**src/rtl/fcgrd_pkg.sv**
```systemverilog
// ----------------------------------------------------------------------------
// FastCGI request deframer package
// Shared types, codes and sizing constants for the request deframer.
// ----------------------------------------------------------------------------
package fcgrd_pkg;

  localparam int MAX_PAIRS  = 256;
  localparam int PAIR_CNT_W = $clog2(MAX_PAIRS + 1);

  // Record header layout and field values
  localparam logic [3:0]  HDR_LEN        = 4'd8;
  localparam logic [7:0]  REC_VERSION    = 8'd1;
  localparam logic [3:0]  KIND_BEGIN     = 4'd1;
  localparam logic [3:0]  KIND_PARAMS    = 4'd4;
  localparam logic [3:0]  KIND_STDIN     = 4'd5;
  localparam logic [15:0] RESPONDER_ROLE = 16'd1;
  localparam logic [15:0] BEGIN_MIN_LEN  = 16'd8;
  localparam logic [2:0]  BIDX_MAX       = 3'd7;

  // Byte kinds reported with each result
  localparam logic [1:0] EV_NONE  = 2'd0;
  localparam logic [1:0] EV_NAME  = 2'd1;
  localparam logic [1:0] EV_VALUE = 2'd2;
  localparam logic [1:0] EV_STDIN = 2'd3;

  // Error codes
  localparam logic [3:0] ERR_NONE        = 4'd0;
  localparam logic [3:0] ERR_VERSION     = 4'd1;
  localparam logic [3:0] ERR_TYPE        = 4'd2;
  localparam logic [3:0] ERR_NEED_BEGIN  = 4'd3;
  localparam logic [3:0] ERR_BAD_BEGIN   = 4'd4;
  localparam logic [3:0] ERR_NEED_PARAMS = 4'd5;
  localparam logic [3:0] ERR_NEED_EMPTY  = 4'd6;
  localparam logic [3:0] ERR_NEED_STDIN  = 4'd7;
  localparam logic [3:0] ERR_OVERRUN     = 4'd8;

  typedef enum logic [2:0] {
    PH_BEGIN  = 3'd0,
    PH_PARAMS = 3'd1,
    PH_EMPTY  = 3'd2,
    PH_STDIN  = 3'd3,
    PH_DONE   = 3'd4
  } phase_t;

  typedef enum logic [3:0] {
    PS_NAME_LEN  = 4'd0,
    PS_NAME_B1   = 4'd1,
    PS_NAME_B2   = 4'd2,
    PS_NAME_B3   = 4'd3,
    PS_VALUE_LEN = 4'd4,
    PS_VALUE_B1  = 4'd5,
    PS_VALUE_B2  = 4'd6,
    PS_VALUE_B3  = 4'd7,
    PS_NAME      = 4'd8,
    PS_VALUE     = 4'd9
  } pair_step_t;

  typedef struct packed {
    logic clear;
    logic step;
  } pair_ctl_t;

  typedef struct packed {
    logic [1:0] ev;
    logic       pend;
    logic       busy;
    logic       below_max;
  } pair_stat_t;

  typedef struct packed {
    logic [1:0]  event_res;
    logic [7:0]  payload;
    logic        record_end;
    logic        pair_end;
    logic        body_done;
    logic [3:0]  error_code;
    logic [15:0] session_id;
  } result_t;

  typedef struct packed {
    logic [3:0] err;
    phase_t     phase;
  } core_stat_t;

endpackage

```
**src/rtl/fcgrd_in_if.sv**
```systemverilog
// ----------------------------------------------------------------------------
// Deframer input channel
// Valid/ready channel carrying one stream byte per transfer.
// ----------------------------------------------------------------------------
interface fcgrd_in_if;
  logic       valid;
  logic       ready;
  logic [7:0] data_byte;

  modport source (output valid, output data_byte, input ready);
  modport sink   (input valid, input data_byte, output ready);
endinterface

```
**src/rtl/fcgrd_out_if.sv**
```systemverilog
// ----------------------------------------------------------------------------
// Deframer result channel
// Valid/ready channel carrying one classified byte per transfer.
// ----------------------------------------------------------------------------
interface fcgrd_out_if;
  logic        valid;
  logic        ready;
  logic [1:0]  event_res;
  logic [7:0]  payload;
  logic        record_end;
  logic        pair_end;
  logic        body_done;
  logic [3:0]  error_code;
  logic [15:0] session_id;

  modport source (output valid, output event_res, output payload, output record_end,
                  output pair_end, output body_done, output error_code,
                  output session_id, input ready);
  modport sink   (input valid, input event_res, input payload, input record_end,
                  input pair_end, input body_done, input error_code,
                  input session_id, output ready);
endinterface

```
**src/rtl/fastcgi_request_deframer_unit.sv**
```systemverilog
// ----------------------------------------------------------------------------
// FastCGI request deframer
// Splits one responder connection's byte stream into classified bytes.
// ----------------------------------------------------------------------------
// The rx channel takes the connection stream, one byte per transfer. The tx
// channel returns exactly one result per byte: its kind (framing, param name,
// param value or stdin), the echoed byte, the record, pair and body end flags,
// the held error code and the request id taken from the begin record.
// A byte is held in the input register, where the header, session and
// pair logic work on it, and its result is then held in the output register.
// A result thus reaches tx through the input and then the output register, and one
// byte is taken every cycle for as long as the receiver keeps taking results;
// the limit is the single state update per byte in the session and pair
// counters. When the receiver stalls, the output register holds its result,
// the input register keeps its byte (or takes one if it was empty), and
// rx.ready stays low until the waiting result is taken.
// Reset returns the block to awaiting a begin record with no error and a
// request id of zero; both registers are emptied. Once an error is latched or
// the input has ended, later bytes still produce results, with kind framing.
// ----------------------------------------------------------------------------
module fastcgi_request_deframer_unit
  import fcgrd_pkg::*;
(
  input logic         clk,
  input logic         rst,
  fcgrd_in_if.sink    rx,
  fcgrd_out_if.source tx
);

  logic       s1_valid;
  logic [7:0] s1_byte;
  logic       o_valid;
  result_t    res;
  result_t    res_q;
  core_stat_t stat;
  logic       advance;
  logic       fire;

  assign advance  = !o_valid || tx.ready;
  assign fire     = s1_valid && advance;
  assign rx.ready = !s1_valid || advance;

  always_ff @(posedge clk) begin
    if (rst) begin
      s1_valid <= 1'b0;
    end else if (rx.ready) begin
      s1_valid <= rx.valid;
    end
  end

  always_ff @(posedge clk) begin
    if (rx.valid && rx.ready) s1_byte <= rx.data_byte;
  end

  fcgrd_core u_core (
    .clk       (clk),
    .rst       (rst),
    .fire      (fire),
    .data_byte (s1_byte),
    .res       (res),
    .stat      (stat)
  );

  always_ff @(posedge clk) begin
    if (rst) begin
      o_valid <= 1'b0;
    end else if (advance) begin
      o_valid <= s1_valid;
    end
  end

  always_ff @(posedge clk) begin
    if (fire) res_q <= res;
  end

  assign tx.valid      = o_valid;
  assign tx.event_res  = res_q.event_res;
  assign tx.payload    = res_q.payload;
  assign tx.record_end = res_q.record_end;
  assign tx.pair_end   = res_q.pair_end;
  assign tx.body_done  = res_q.body_done;
  assign tx.error_code = res_q.error_code;
  assign tx.session_id = res_q.session_id;

  // The first error is kept until reset.
  a_err_held: assert property (@(posedge clk) disable iff (rst)
    (stat.err != ERR_NONE) |=> (stat.err == $past(stat.err)))
    else $error("latched error code changed");

  // Bytes after an error or after the end of input carry no events or flags.
  a_quiet_after_stop: assert property (@(posedge clk) disable iff (rst)
    (fire && (stat.err != ERR_NONE || stat.phase == PH_DONE)) |=>
    (tx.event_res == EV_NONE && !tx.record_end && !tx.pair_end && !tx.body_done))
    else $error("result produced after error or end of input");

  // The end of input always coincides with the end of a record.
  a_done_ends_record: assert property (@(posedge clk) disable iff (rst)
    (tx.valid && tx.body_done) |-> tx.record_end)
    else $error("body_done without record_end");

  // Every processed byte yields a result in the output register.
  a_fire_fills_output: assert property (@(posedge clk) disable iff (rst)
    fire |=> tx.valid)
    else $error("processed byte produced no result");

endmodule

```
**src/rtl/fcgrd_pair.sv**
```systemverilog
// ----------------------------------------------------------------------------
// Name-value pair decoder
// Tracks length fields, name and value bytes of params content.
// ----------------------------------------------------------------------------
module fcgrd_pair
  import fcgrd_pkg::*;
(
  input  logic       clk,
  input  logic       rst,
  input  logic       fire,
  input  pair_ctl_t  ctl,
  input  logic [7:0] data_byte,
  output pair_stat_t stat
);

  pair_step_t            step, step_next;
  logic [30:0]           name_left, name_next;
  logic [30:0]           value_left, value_next;
  logic [22:0]           accum, accum_next;
  logic [PAIR_CNT_W-1:0] count, count_next;
  logic                  pair_done;
  logic                  lens_done;

  always_ff @(posedge clk) begin
    if (rst) begin
      step       <= PS_NAME_LEN;
      name_left  <= '0;
      value_left <= '0;
      accum      <= '0;
      count      <= '0;
    end else if (fire && ctl.clear) begin
      step       <= PS_NAME_LEN;
      name_left  <= '0;
      value_left <= '0;
      accum      <= '0;
      count      <= '0;
    end else if (fire && ctl.step) begin
      step       <= step_next;
      name_left  <= name_next;
      value_left <= value_next;
      accum      <= accum_next;
      count      <= count_next;
    end
  end

  always_comb begin
    step_next  = step;
    name_next  = name_left;
    value_next = value_left;
    accum_next = accum;
    count_next = count;
    pair_done  = 1'b0;
    lens_done  = 1'b0;
    stat.ev    = EV_NONE;

    unique case (step)
      PS_NAME_LEN: begin
        if (data_byte[7]) begin
          accum_next = {16'd0, data_byte[6:0]};
          step_next  = PS_NAME_B1;
        end else begin
          name_next = {23'd0, data_byte};
          step_next = PS_VALUE_LEN;
        end
      end
      PS_NAME_B1, PS_NAME_B2, PS_VALUE_B1, PS_VALUE_B2: begin
        accum_next = {accum[14:0], data_byte};
        step_next  = pair_step_t'(step + 4'd1);
      end
      PS_NAME_B3: begin
        name_next = {accum, data_byte};
        step_next = PS_VALUE_LEN;
      end
      PS_VALUE_LEN: begin
        if (data_byte[7]) begin
          accum_next = {16'd0, data_byte[6:0]};
          step_next  = PS_VALUE_B1;
        end else begin
          value_next = {23'd0, data_byte};
          lens_done  = 1'b1;
        end
      end
      PS_VALUE_B3: begin
        value_next = {accum, data_byte};
        lens_done  = 1'b1;
      end
      PS_NAME: begin
        stat.ev   = EV_NAME;
        name_next = name_left - 31'd1;
        if (name_next == '0) begin
          if (value_left != '0) step_next = PS_VALUE;
          else pair_done = 1'b1;
        end
      end
      default: begin
        stat.ev = EV_VALUE;
        if (value_left != '0) value_next = value_left - 31'd1;
        if (value_next == '0) pair_done = 1'b1;
      end
    endcase

    // Both lengths known: an empty name and value closes the pair at once.
    if (lens_done) begin
      if (name_left != '0) step_next = PS_NAME;
      else if (value_next != '0) step_next = PS_VALUE;
      else pair_done = 1'b1;
    end

    if (pair_done) begin
      count_next = count + PAIR_CNT_W'(1);
      step_next  = PS_NAME_LEN;
    end

    stat.pend      = pair_done;
    stat.below_max = (count < PAIR_CNT_W'(MAX_PAIRS));
    // Past the pair bound the step is idle and the byte is only skipped.
    stat.busy      = stat.below_max ? (step_next != PS_NAME_LEN) : (step != PS_NAME_LEN);
  end

endmodule

```
**src/rtl/fcgrd_core.sv**
```systemverilog
// ----------------------------------------------------------------------------
// Deframer core
// Header parsing, session ordering, record counting and error latching.
// ----------------------------------------------------------------------------
module fcgrd_core
  import fcgrd_pkg::*;
(
  input  logic       clk,
  input  logic       rst,
  input  logic       fire,
  input  logic [7:0] data_byte,
  output result_t    res,
  output core_stat_t stat
);

  localparam logic [2:0] HB_VERSION = 3'd0;
  localparam logic [2:0] HB_TYPE    = 3'd1;
  localparam logic [2:0] HB_ID_HI   = 3'd2;
  localparam logic [2:0] HB_ID_LO   = 3'd3;
  localparam logic [2:0] HB_LEN_HI  = 3'd4;
  localparam logic [2:0] HB_LEN_LO  = 3'd5;
  localparam logic [2:0] HB_PAD     = 3'd6;
  localparam logic [2:0] HB_RSVD    = 3'd7;

  phase_t      phase, phase_next;
  logic [3:0]  hidx, hidx_next;
  logic [3:0]  kind, kind_next;
  logic [15:0] ident, ident_next;
  logic [15:0] content, content_next;
  logic [7:0]  pad, pad_next;
  logic [2:0]  bidx, bidx_next;
  logic [7:0]  role, role_next;
  logic [15:0] sess, sess_next;
  logic [3:0]  err, err_next;
  logic [3:0]  err_raise;
  logic        finish;
  pair_ctl_t   pctl;
  pair_stat_t  pstat;

  fcgrd_pair u_pair (
    .clk       (clk),
    .rst       (rst),
    .fire      (fire),
    .ctl       (pctl),
    .data_byte (data_byte),
    .stat      (pstat)
  );

  always_ff @(posedge clk) begin
    if (rst) begin
      phase   <= PH_BEGIN;
      hidx    <= '0;
      kind    <= '0;
      ident   <= '0;
      content <= '0;
      pad     <= '0;
      bidx    <= '0;
      role    <= '0;
      sess    <= '0;
      err     <= ERR_NONE;
    end else if (fire) begin
      phase   <= phase_next;
      hidx    <= hidx_next;
      kind    <= kind_next;
      ident   <= ident_next;
      content <= content_next;
      pad     <= pad_next;
      bidx    <= bidx_next;
      role    <= role_next;
      sess    <= sess_next;
      err     <= err_next;
    end
  end

  always_comb begin
    phase_next     = phase;
    hidx_next      = hidx;
    kind_next      = kind;
    ident_next     = ident;
    content_next   = content;
    pad_next       = pad;
    bidx_next      = bidx;
    role_next      = role;
    sess_next      = sess;
    err_next       = err;
    err_raise      = ERR_NONE;
    finish         = 1'b0;
    pctl.clear     = 1'b0;
    pctl.step      = 1'b0;
    res.event_res  = EV_NONE;
    res.payload    = '0;
    res.record_end = 1'b0;
    res.pair_end   = 1'b0;
    res.body_done  = 1'b0;

    if (err == ERR_NONE && phase != PH_DONE) begin
      if (hidx < HDR_LEN) begin
        unique case (hidx[2:0])
          HB_VERSION: if (data_byte != REC_VERSION) err_raise = ERR_VERSION;
          HB_TYPE: begin
            if (data_byte != {4'd0, KIND_BEGIN} && data_byte != {4'd0, KIND_PARAMS} &&
                data_byte != {4'd0, KIND_STDIN}) begin
              err_raise = ERR_TYPE;
            end else begin
              kind_next = data_byte[3:0];
              priority if (phase == PH_BEGIN && kind_next != KIND_BEGIN)
                err_raise = ERR_NEED_BEGIN;
              else if (phase == PH_PARAMS && kind_next != KIND_PARAMS)
                err_raise = ERR_NEED_PARAMS;
              else if (phase == PH_EMPTY && kind_next != KIND_PARAMS)
                err_raise = ERR_NEED_EMPTY;
              else if (phase == PH_STDIN && kind_next != KIND_STDIN)
                err_raise = ERR_NEED_STDIN;
              else
                err_raise = ERR_NONE;
            end
          end
          HB_ID_HI:  ident_next = {data_byte, 8'd0};
          HB_ID_LO:  ident_next = {ident[15:8], data_byte};
          HB_LEN_HI: content_next = {data_byte, 8'd0};
          HB_LEN_LO: begin
            content_next = {content[15:8], data_byte};
            if (phase == PH_EMPTY && content_next != '0) err_raise = ERR_NEED_EMPTY;
          end
          HB_PAD:    pad_next = data_byte;
          HB_RSVD: begin
            if (kind == KIND_BEGIN && (ident == '0 || content < BEGIN_MIN_LEN))
              err_raise = ERR_BAD_BEGIN;
          end
          default: err_raise = ERR_NONE;
        endcase
        if (err_raise == ERR_NONE) begin
          hidx_next = hidx + 4'd1;
          if (hidx_next == HDR_LEN) begin
            bidx_next  = '0;
            pctl.clear = 1'b1;
            if (content_next == '0 && pad_next == '0) finish = 1'b1;
          end
        end
      end else if (content != '0) begin
        if (kind == KIND_BEGIN) begin
          if (bidx == 3'd0) role_next = data_byte;
          else if (bidx == 3'd1 && {role, data_byte} != RESPONDER_ROLE)
            err_raise = ERR_BAD_BEGIN;
        end else if (kind == KIND_STDIN) begin
          res.event_res = EV_STDIN;
          res.payload   = data_byte;
        end else if (pstat.below_max) begin
          pctl.step     = 1'b1;
          res.event_res = pstat.ev;
          res.payload   = (pstat.ev != EV_NONE) ? data_byte : 8'd0;
          res.pair_end  = pstat.pend;
        end
        if (bidx < BIDX_MAX) bidx_next = bidx + 3'd1;
        content_next = content - 16'd1;
        // Params content that stops inside a pair is an overrun.
        if (err_raise == ERR_NONE && kind == KIND_PARAMS && content_next == '0 &&
            pstat.busy)
          err_raise = ERR_OVERRUN;
        if (err_raise == ERR_NONE && content_next == '0 && pad == '0) finish = 1'b1;
      end else begin
        if (pad != '0) pad_next = pad - 8'd1;
        if (pad_next == '0) finish = 1'b1;
      end
    end

    if (finish) begin
      res.record_end = 1'b1;
      hidx_next      = '0;
      unique case (phase)
        PH_BEGIN: begin
          sess_next  = ident_next;
          phase_next = PH_PARAMS;
        end
        PH_PARAMS: phase_next = PH_EMPTY;
        PH_EMPTY:  phase_next = PH_STDIN;
        PH_STDIN: begin
          // An empty stdin record ends the request input.
          if (bidx_next == '0) begin
            res.body_done = 1'b1;
            phase_next    = PH_DONE;
          end
        end
        default: phase_next = phase;
      endcase
    end

    if (err_raise != ERR_NONE) begin
      err_next       = err_raise;
      res.event_res  = EV_NONE;
      res.payload    = '0;
      res.record_end = 1'b0;
      res.pair_end   = 1'b0;
      res.body_done  = 1'b0;
    end

    res.error_code = err_next;
    res.session_id = sess_next;
    stat.err       = err;
    stat.phase     = phase;
  end

endmodule
```
**src/flat_wrapper.sv**
```systemverilog
// flat-port wrapper written by rule: the top's interface ports become plain ports
module fastcgi_request_deframer_unit_flat import fcgrd_pkg::*;
  (clk, rst, rx_valid, rx_data_byte, rx_ready, tx_valid, tx_event_res, tx_payload, tx_record_end, tx_pair_end, tx_body_done, tx_error_code, tx_session_id, tx_ready);
  fcgrd_in_if rx_i ();
  fcgrd_out_if tx_i ();
  input logic clk;
  input logic rst;
  input wire logic [$bits(rx_i.valid)-1:0] rx_valid;
  input wire logic [$bits(rx_i.data_byte)-1:0] rx_data_byte;
  output wire logic [$bits(rx_i.ready)-1:0] rx_ready;
  output wire logic [$bits(tx_i.valid)-1:0] tx_valid;
  output wire logic [$bits(tx_i.event_res)-1:0] tx_event_res;
  output wire logic [$bits(tx_i.payload)-1:0] tx_payload;
  output wire logic [$bits(tx_i.record_end)-1:0] tx_record_end;
  output wire logic [$bits(tx_i.pair_end)-1:0] tx_pair_end;
  output wire logic [$bits(tx_i.body_done)-1:0] tx_body_done;
  output wire logic [$bits(tx_i.error_code)-1:0] tx_error_code;
  output wire logic [$bits(tx_i.session_id)-1:0] tx_session_id;
  input wire logic [$bits(tx_i.ready)-1:0] tx_ready;
  assign rx_i.valid = rx_valid;
  assign rx_i.data_byte = rx_data_byte;
  assign rx_ready = rx_i.ready;
  assign tx_valid = tx_i.valid;
  assign tx_event_res = tx_i.event_res;
  assign tx_payload = tx_i.payload;
  assign tx_record_end = tx_i.record_end;
  assign tx_pair_end = tx_i.pair_end;
  assign tx_body_done = tx_i.body_done;
  assign tx_error_code = tx_i.error_code;
  assign tx_session_id = tx_i.session_id;
  assign tx_i.ready = tx_ready;
  fastcgi_request_deframer_unit u_core (.clk(clk), .rst(rst), .rx(rx_i), .tx(tx_i));
endmodule
```
**config.mk**
```make
export PLATFORM = sky130hd
export DESIGN_NAME = fastcgi_request_deframer_unit_flat
export DESIGN_NICKNAME = d
export VERILOG_FILES = /design/src/rtl/fcgrd_pkg.sv /design/src/rtl/fcgrd_in_if.sv /design/src/rtl/fcgrd_out_if.sv /design/src/rtl/fastcgi_request_deframer_unit.sv /design/src/rtl/fcgrd_pair.sv /design/src/rtl/fcgrd_core.sv /design/src/flat_wrapper.sv
export SDC_FILE = /design/constraint.sdc
export NUM_CORES = 1
export LEC_CHECK = 0
export ABC_AREA = 1
export ABC_CLOCK_PERIOD_IN_PS = 6950
export BUFFER_PORTS_ARGS = -buffer_cell sky130_fd_sc_hd__buf_2
export CAP_MARGIN = 15
export CORE_MARGIN = 3
export CORE_UTILIZATION = 35
export DETAILED_ROUTE_END_ITERATION = 16
export GPL_ROUTABILITY_DRIVEN = 0
export PLACE_DENSITY = 0.57
export SETUP_SLACK_MARGIN = 0.4
export SYNTH_ARGS = -nofsm -noshare
export SYNTH_HDL_FRONTEND = slang
export SYNTH_SLANG_ARGS = --single-unit
export TNS_END_PERCENT = 50
```
**constraint.sdc**
```tcl
create_clock -name clk -period 6.95 [get_ports clk]
set_input_delay 0 -clock clk [delete_from_list [all_inputs] [get_ports clk]]
set_output_delay 0 -clock clk [all_outputs]
set_load 0.01 [all_outputs]
```
# ---- Word level (Yosys, flattened, before mapping)
# Index checks and enable logic that the tools add are counted.
# W data, S select, Z words.
dict set report word_totals {
  output_inout_bits 35
  regBits 223
  in_bits 12
  wordCells 262
}
dict set report op_classes {
  n_lt_le_gt_ge 4
  bitwise 7
  add_sub_neg 8
  muxes 106
  n_reduce_logical 77
  eq_ne 35
}
# operator n
set ops {}
lappend ops {{$pmux W31 S3} 2}
lappend ops {{$mux W16} 8}
lappend ops {{$mux W31} 4}
lappend ops {{$mux W4} 24}
lappend ops {{$reduce_bool A31 Y1} 3}
lappend ops {{$mux W8} 10}
lappend ops {{$pmux W16 S2} 2}
lappend ops {{$logic_not A31 Y1} 2}
lappend ops {{$sub A31 B1 Y31 const B} 2}
lappend ops {{$mux W3} 18}
lappend ops {{$logic_not A16 Y1} 3}
lappend ops {{$pmux W23 S2} 1}
lappend ops {{$reduce_bool A16 Y1} 2}
lappend ops {{$mux W1} 27}
lappend ops {{$eq A4 B3 Y1 const B} 6}
lappend ops {{$logic_not A8 Y1} 3}
lappend ops {{$pmux W3 S4} 2}
lappend ops {{$mux W23} 1}
lappend ops {{$logic_and A1 B1 Y1} 20}
lappend ops {{$logic_not A4 Y1} 5}
lappend ops {{$mux W10} 2}
lappend ops {{$pmux W4 S5} 1}
lappend ops {{$lt A16 B4 Y1 const B} 1}
lappend ops {{$ne A16 B1 Y1 const B} 1}
lappend ops {{44 further kinds} 87}

# ---- Longest topological paths before layout
# Gate-level depths: netlist (run 1).
dict set report depth {
  depth_word 26
  mapped_depth 32
  ltp_nobuf 32
}

# ---- Modules after synthesis
# A second synthesis (run 1) with hierarchy kept.
dict set report unflattened {
  cells_unflattened 2390
  area_unflattened_um2 15079.5
}
# module instances seq_area_each_um2 area_each_um2 cells_per_inst
set by_module_without_submodules {}
lappend by_module_without_submodules {fcgrd_pair 1 1961.9 7790.0 1341}
lappend by_module_without_submodules {fcgrd_core 1 1641.6 5967.0 996}
lappend by_module_without_submodules {fastcgi_request_deframer_unit 1 1271.2 1322.5 53}

# ---- Worst setup path after synthesis (run 1)
# OpenSTA, ideal clock, no wires.
dict set report synth_path {
  path_type {register to register}
  startpoint {reg u_core.u_core.u_pair.step[0]}
  endpoint {reg u_core.res_q, in the netlist u_core.tx.session_id[0] (data pin)}
  period_less_slack_ps 3306
  setup_slack_ps 3644
  setup_time_ps 254
  path_stages_with_launch 29
  t_required_ps 6696
  arrival_ps 3052
  path_buffers 2
  path_cell_list {dfxtp_1 inv_1 ha_1 o21ai_2 inv_2 nor2_4 nand3_4 inv_4 buf_6 nand2_1 nand2_1 nand3_1 nor2_1 nand3_1 nor2_2 nand2_1 nand2_1 nand2_1 nand2_2 nand2_1 nor2_1 nand2_1 nand2_1 nand2_2 nand2_4 nand3_4 buf_6 nand2_2 nand2_1}
}
# item line
set synth_lines {}
lappend synth_lines {{start: declaration} fcgrd_pair.sv:16} ;# pair_step_t step, step_next;
lappend synth_lines {{start signal: assignment} fcgrd_pair.sv:38} ;# step <= step_next;
lappend synth_lines {{end signal: assignment} fastcgi_request_deframer_unit.sv:73} ;# if (fire) res_q <= res;
lappend synth_lines {{end: declaration} fastcgi_request_deframer_unit.sv:34} ;# result_t res_q;

# ---- Worst setup path after layout (run 1)
dict set report layout_path {
  startpoint {reg u_core.u_core.u_pair.step[0]}
  endpoint {reg u_core.res_q, in the netlist u_core.tx.event_res[1] (data pin)}
}
dict set report layout_via {
  elab_chain_len 20
  elab_cells_between_ends 44
  cone_classes {add/sub: 1; eq/ne: 8; mux: 25; reduce/logical: 10}
}
# item line
set layout_lines {}
lappend layout_lines {{$eq A4 B1 Y1 (tied with other cells)} fcgrd_pair.sv:56} ;# unique case (step)
lappend layout_lines {{$reduce_or A7 Y1 (no line)} --}
lappend layout_lines {{$pmux W31 S3} fcgrd_pair.sv:56}
lappend layout_lines {{$reduce_bool A31 Y1} fcgrd_pair.sv:105} ;# else if (value_next != '0) step_next = PS_VALUE;
lappend layout_lines {{$mux W4 / $mux W1 (equally long branches)} fcgrd_pair.sv:105}
lappend layout_lines {{$mux W4 / $mux W1 (equally long branches)} fcgrd_pair.sv:104} ;# if (name_left != '0) step_next = PS_NAME;
lappend layout_lines {{$mux W4 / $mux W1 (equally long branches)} fcgrd_pair.sv:103} ;# if (lens_done) begin
lappend layout_lines {{$mux W4} fcgrd_pair.sv:109} ;# if (pair_done) begin
lappend layout_lines {{(+4 left out)} --}
lappend layout_lines {{$mux W4} fcgrd_core.sv:140} ;# end else if (content != '0) begin
lappend layout_lines {{$mux W4} fcgrd_core.sv:97} ;# if (hidx < HDR_LEN) begin
lappend layout_lines {{$mux W4} fcgrd_core.sv:96} ;# if (err == ERR_NONE && phase != PH_DONE) begin
lappend layout_lines {{$mux W4} fcgrd_core.sv:140}
lappend layout_lines {{$mux W4} fcgrd_core.sv:97}
lappend layout_lines {{$mux W4} fcgrd_core.sv:96}
lappend layout_lines {{$reduce_bool A4 Y1} fcgrd_core.sv:188} ;# if (err_raise != ERR_NONE) begin
lappend layout_lines {{$reduce_or A5 Y1 (no line)} --}
# Several ways; a longest one is shown, not always the timed one. The select of a mux whose other input is x is not followed.
# A chain may end at the register's enable or synchronous reset.

==> results.cfg, run 1 <==
[place]
io_buffers = 46
dpl.hpwl_um = 35630
dp_slack_ps = 2114

[grt]
overflow = 0
grt_pass1_wl_um = 77670
antenna_found_initial = 0
grt_max_degree = 78
grt_usage_pct = 21.55
grt_pass1_vias = 14220

[route]
drt_iter0_markers = 1678
viasPerCell = 5.365
wire_per_inst_um = 17.01
vias = 15470
drc = 0
drt-total-wl_um = 49040
ant_nets = 0
dr.pass1.iters = 7

[timing]
slew_headroom_pct = 35.57
setup_violations = 0
worstMarginPinSlew_ps = 962.8
rsz0062_at_grt = false
slew_violations = 0
finalWorstSetupSlack_ps = 1967
hold_viol_final = 0
fmax_mhz = 200.7
period_needed_ps = 4983
finalCritPeriodShare_pct = 71.70
tns_ps = 0
skew_ps = 15.31

[synthesis]
synth_cell_type_count = 53
ys_top_cells_by_area = dfxtp_1, nand2_1, nor2_1, edfxtp_1, inv_1
yosys_most_used_dff = dfxtp_1
avgSynthCellArea_um2 = 6.244
synth_seq_cells = 223
syn-cell-area_um2 = 14520
synth_cells = 2325
synth-edff-count = 41
async_flop_share_pct = 0
yosysTopAreaCellShare_pct = 25.10
ys_seq_area_share_pct = 33.58
synth_warnings = 0
yosysTopAreaCell = dfxtp_1
syn-num-nets = 2358

[setup_path]
required_ps = 7290
worst_setup_path_end_kind = register
crit_type = reg2reg
cp_common_cell = nand2_1
crit_chain = ha_1 > nand2_1 > nand2_1 > inv_2 > nand3_4 > inv_4 > nand3_1 > nand2_1 > inv_1 > nand2_1 > nor2_1 > nand2_1 > nor2_2 > nand3_1 > nand2_1 > inv_2 > nand2_2 > nand2_1 > nor2_1 > nand2_1 > nand3_1 > nand4_1 > a21oi_1
crit_path_start_kind = register
slowest_stage = ha_1
arrival_ps = 5320
slowest_delay_ps = 600
critPathMaxFanout = 37

[finish]
drive_gt1_share_pct = 6.658
num_antenna_cells = 0
layout_commonest_cell = nand2_1
syn_to_final_growth_pct = 11.41
nFillCells = 4346
nets = 2370
final_cell_mix = nand2_1, nor2_1, inv_1
finish.utilization_pct = 40.06

[clocking]
clk_pin_slew_worst_paths_ps = 60
cts_setup_buffers = 0
htree_num_levels = 1
ctsHoldBuffers = 12
clkSinkCount = 223
cts_tree = yes
clk_latency_ps = 560
post_cts_resized = 0
cts.path.max_buffers = 3
tritoncts.num_buffers = 27
cts-root-buf = clkbuf_16

[pwr]
p_total_uw = 3138
ir_worst_vdd_mv = 0.1695
cellLeakagePower_uw = 0.007405
p_per_area_nw_per_um2 = 194.0

[die]
die_h_um = 209.7
dieArea_um2 = 43960
initial_core_util_pct = 35.96
die_x_um = 209.7
core_area_um2 = 40370
num_rows = 73
io_pins = 47

[worst_hold_path]
hold_class = in2reg

[flow_run]
drv_cap = 0

[status]
status = finished clean
## logic make-up (layout without fill, tap and decap cells)
| kind of cell | count (synthesis) | count (layout) | synth area share, % |
|---|---|---|---|
| multiplexers | 2 | 2 | 0.1379 |
| AND/OR/NAND/NOR | 1272 | 1272 | 37.13 |
| flip-flops | 223 | 223 | 33.58 |
| AO/OA/AOI/OAI | 417 | 417 | 16.08 |
| adder cells (fa/ha/maj) | 21 | 21 | 1.810 |
| buffers and inverters | 365 | 398 | 9.756 |
| XOR/XNOR | 25 | 25 | 1.508 |
## flip-flops by register name, indices dropped and copies added (netlist names), 2 cells and up
| register | flops |
|---|---|
| u_core.u_core.pad | 8 |
| u_core.u_core.phase | 3 |
| u_core.u_core.role | 8 |
| u_core.u_core.u_pair.name_left | 31 |
| u_core.u_core.ident | 16 |
| u_core.u_core.err | 4 |
| u_core.u_core.u_pair.value_left | 31 |
| u_core.u_core.u_pair.step | 4 |
| u_core.u_core.u_pair.accum | 23 |
| u_core.tx.payload | 8 |
| u_core.u_core.u_pair.count | 9 |
| u_core.s1_byte | 8 |
| u_core.u_core.content | 16 |
| u_core.u_core.hidx | 4 |
| u_core.tx.error_code | 4 |
| u_core.u_core.kind | 4 |
| u_core.tx.session_id | 16 |
| u_core.tx.event_res | 2 |
| u_core.u_core.sess | 16 |
| u_core.u_core.bidx | 3 |
## layout make-up
cell class                      count  area (um^2)  area share [%]
Clock buffer                       33        738.2           4.564
Clock inverter                     17        160.2          0.9902
Inverter                          274         1031           6.374
Multi-Input combinational cell   1737         8243           50.96
Sequential cell                   223         4875           30.14
Tap cell                          525        656.9           4.061
Timing Repair Buffer               74        470.5           2.909
## worst paths after layout
check | start | to | slack [ps] | depth (start not counted)
worst max-delay path | u_core.u_core.u_pair.step[0]$_SDFFE_PP0P_ | u_core.tx.event_res[1]$_SDFFCE_PP0P_ | 1970 | 23
worst min-delay path | rst | u_core.u_core.hidx[1]$_SDFFE_PP0P_ | 90 | 3
worst max register to register | u_core.u_core.u_pair.step[0]$_SDFFE_PP0P_ | u_core.tx.event_res[1]$_SDFFCE_PP0P_ | 1970 | 23
worst min register to register | u_core.u_core.u_pair.count[7]$_SDFFE_PP0P_ | u_core.u_core.u_pair.count[8]$_SDFFE_PP0P_ | 460 | 2
## cells in the mapped netlist (6+ instances only)
library cell and n:
a211oi_1 11, a21oi_1 162, a22oi_1 16, a31oi_1 6, buf_2 14, clkbuf_1 69
dfxtp_1 182, edfxtp_1 41, ha_1 21, inv_1 259, inv_2 10, nand2_1 581
nand2_2 17, nand3_1 174, nand3b_1 12, nand4_1 54, nor2_1 371, nor3_1 28
nor4_1 16, o211ai_1 15, o21ai_0 141, o21ai_1 6, o22ai_1 38, xor2_1 23
## routing by layer
metal	track usage, %	vias up	part of all wire (%)
met1	29.98	7044	44
li1	-	7677	-
met5	0	-	0
met4	6.628	0	3.0
met3	3.139	107	7.7
met2	34.60	639	45
## worst max-delay path, delay by kind of cell (launching register included)
kind	cells	cell delay (ps)
fa+ha+maj	1	600
buf+inv	4	440
compound gates	1	480
simple gates	17	2790
flops	1	420
## power breakdown
part / total [uW] / switching [uW] / internal (uW) / leakage (uW)
Combinational: 316 / 216 / 99.8 / 0.00511
Clock: 1430 / 600 / 832 / 0.000419
Sequential: 1390 / 33.1 / 1360 / 0.00187
Total: 3140 / 849 / 2290 / 0.00741
## stage by stage
step | cells | cell area (um^2) | hold slack [ps]
floorplan | 2325 | 14520 | 98.87
CTS | 2882 | 16170 | 76.24
global route | 2883 | 16170 | 99.99
global placement | 2820 | 15150 | 177.2
detailed placement | 2820 | 15150 | 179.1
finish | 2883 | 16170 | 85.76
Power figures use the tool's default switching activity.
==> run 2: changes to the inputs <==
--- a/config.mk
+++ b/config.mk
@@ -6,7 +6,7 @@
 export NUM_CORES = 1
 export LEC_CHECK = 0
 export ABC_AREA = 1
-export ABC_CLOCK_PERIOD_IN_PS = 6950
+export ABC_CLOCK_PERIOD_IN_PS = 5100
 export BUFFER_PORTS_ARGS = -buffer_cell sky130_fd_sc_hd__buf_2
 export CAP_MARGIN = 15
 export CORE_MARGIN = 3
==> constraint.sdc (replaced) <==
create_clock -name clk -period 5.1 [get_ports clk]
set_input_delay 0 -clock clk [delete_from_list [all_inputs] [get_ports clk]]
set_output_delay 0 -clock clk [all_outputs]
set_load 0.01 [all_outputs]
==> results.cfg, run 2 (synthesis gave the netlist of run 1 again) <==
[finish]
syn_to_final_growth_pct = 12.00
layout_commonest_cell = nand2_1
drive_gt1_share_pct = 7.052
nets = 2381
final_cell_mix = nand2_1, nor2_1, inv_1
reg_top3 = u_core.u_core.u_pair.name_left: 31 flops, u_core.u_core.u_pair.value_left: 31 flops, u_core.u_core.u_pair.accum: 23 flops
num_antenna_cells = 0

[die]
io_pins = 47
num_rows = 73
core_area_um2 = 40370
initial_core_util_pct = 35.96
die_x_um = 209.7
dieArea_um2 = 43960
die_h_um = 209.7

[timing]
tns_ps = 0
skew_ps = 19.92
setup_violations = 0
fmax_mhz = 236.4
finalCritPeriodShare_pct = 82.93
slew_headroom_pct = 37.62
worstMarginPinSlew_ps = 933.4
rsz0062_at_grt = false
slew_violations = 0
period_needed_ps = 4229
hold_viol_final = 0

[clocking]
cts-root-buf = clkbuf_16
clk_latency_ps = 550
cts.path.max_buffers = 3
htree_num_levels = 1
cts_tree = yes
clk_pin_slew_worst_paths_ps = 60
clkSinkCount = 223
tritoncts.num_buffers = 26

[setup_path]
crit_type = reg2reg
r2r_start = u_core.u_core.u_pair.value_left[0]$_SDFFE_PP0P_
critPathMaxFanout = 19
worst_setup_path_end_kind = register
crit_start = u_core.u_core.u_pair.value_left[0]$_SDFFE_PP0P_
required_ps = 5410
crit_path_start_kind = register
arrival_ps = 4540

[grt]
grt_pass1_vias = 14580
grt_max_degree = 65
antenna_found_initial = 0
grt_usage_pct = 21.95
overflow = 0
grt_pass1_wl_um = 79110

[route]
wire_per_inst_um = 17.19
vias = 15600
drc = 0
drt_iter0_markers = 1711
ant_nets = 0
viasPerCell = 5.392
dr.pass1.iters = 6
drt-total-wl_um = 49730

[place]
io_buffers = 46
dpl.hpwl_um = 36400

[pwr]
seqPwrFrac_pct = 45.0
p_int_uw = 3128
ir_worst_vdd_mv = 0.2414
combPwrFrac_pct = 10.1
p_per_area_nw_per_um2 = 259.2
switchingPower_uw = 1086
p_sw_share_pct = 25.77
cellLeakagePower_uw = 0.007481
p_total_uw = 4214
p_clk_share_pct = 44.9

[worst_hold_path]
hold_path.startpoint = rst
hold_class = in2reg

[status]
status = finished clean

[flow_run]
drv_cap = 0
run 2: critical path, stage by stage (launching register included):
cell and delay, ps:
dfxtp_1 340, inv_1 100, ha_1 320, nand2_2 170, nor2_1 320, nand2_1 160, o21ai_1 460, o21ai_1 230
nor2_1 210, nand3_1 100, nor2_1 130, nand2_1 100, nand2_1 90, nand2_1 70, nand2_2 90, nand2_1 50
nor2_1 110, nand2_1 100, nand2_1 100, nand2_2 70, nand2_4 220, nand3_4 110, buf_12 170, nand2_1 80
nand2_1 50
run 2: cell type report:
type	instances	area (um^2)
Sequential cell	223	4875
Multi-Input combinational cell	1737	8250
Tap cell	525	656.9
Timing Repair Buffer	86	568.0
Inverter	274	1036
Fill cell	4305	24110
Clock inverter	7	96.34
Clock buffer	41	777.0
run 2: what timing repair did:
item | 4_1_cts | 5_1_grt
resized for setup | 0 | 5
setup buffers | 0 | 1
hold buffers | 10 | 0
setup endpoints to repair | 0 | 49
endpoints found under the hold margin | 10 | 0
run 2: path summary, 6_finish.rpt:
check                                  endpoint  slack [ps]  depth (start not counted)
min          u_core.u_core.hidx[1]$_SDFFE_PP0P_          90                          3
min reg2reg  u_core.u_core.kind[3]$_SDFFE_PP0P_         460                          2
max          u_core.tx.session_id[15]$_DFFE_PP_         870                         24
max reg2reg  u_core.tx.session_id[15]$_DFFE_PP_         870                         24
run 2: power by group through the flow:
| stage | combinational [uW] | sequential, uW | clock [uW] |
|---|---|---|---|
| final | 428 | 1890 | 1890 |
| after CTS | 425 | 1890 | 1940 |
| after global placement | 413 | 1930 | 0 |
| after detailed placement | 416 | 1930 | 0 |
| after floorplan | 300 | 1920 | 0 |
| after global routing | 487 | 1900 | 2000 |
run 2: routing by layer:
metal | part of all wire (%) | GRT usage [%] | vias up
li1 | - | - | 7686
met1 | 44 | 29.71 | 7133
met2 | 45 | 35.55 | 647
met3 | 7.6 | 3.274 | 132
met4 | 3.7 | 8.060 | 0
met5 | 0 | 0 | -
run 2: stage by stage:
stage	std cells	hold slack (ps)	util, %	instance area (um^2)	worst slack (ps)
2_1_floorplan	2325	98.87	-	14520	1794
3_3_place_gp	2834	176.8	37.78	15250	607.6
3_5_place_dp	2834	178.6	37.78	15250	643.5
4_1_cts	2892	81.50	40.19	16230	629.2
5_1_grt	2893	121.5	40.27	16260	396.4
6_report	2893	92.76	40.27	16260	870.5
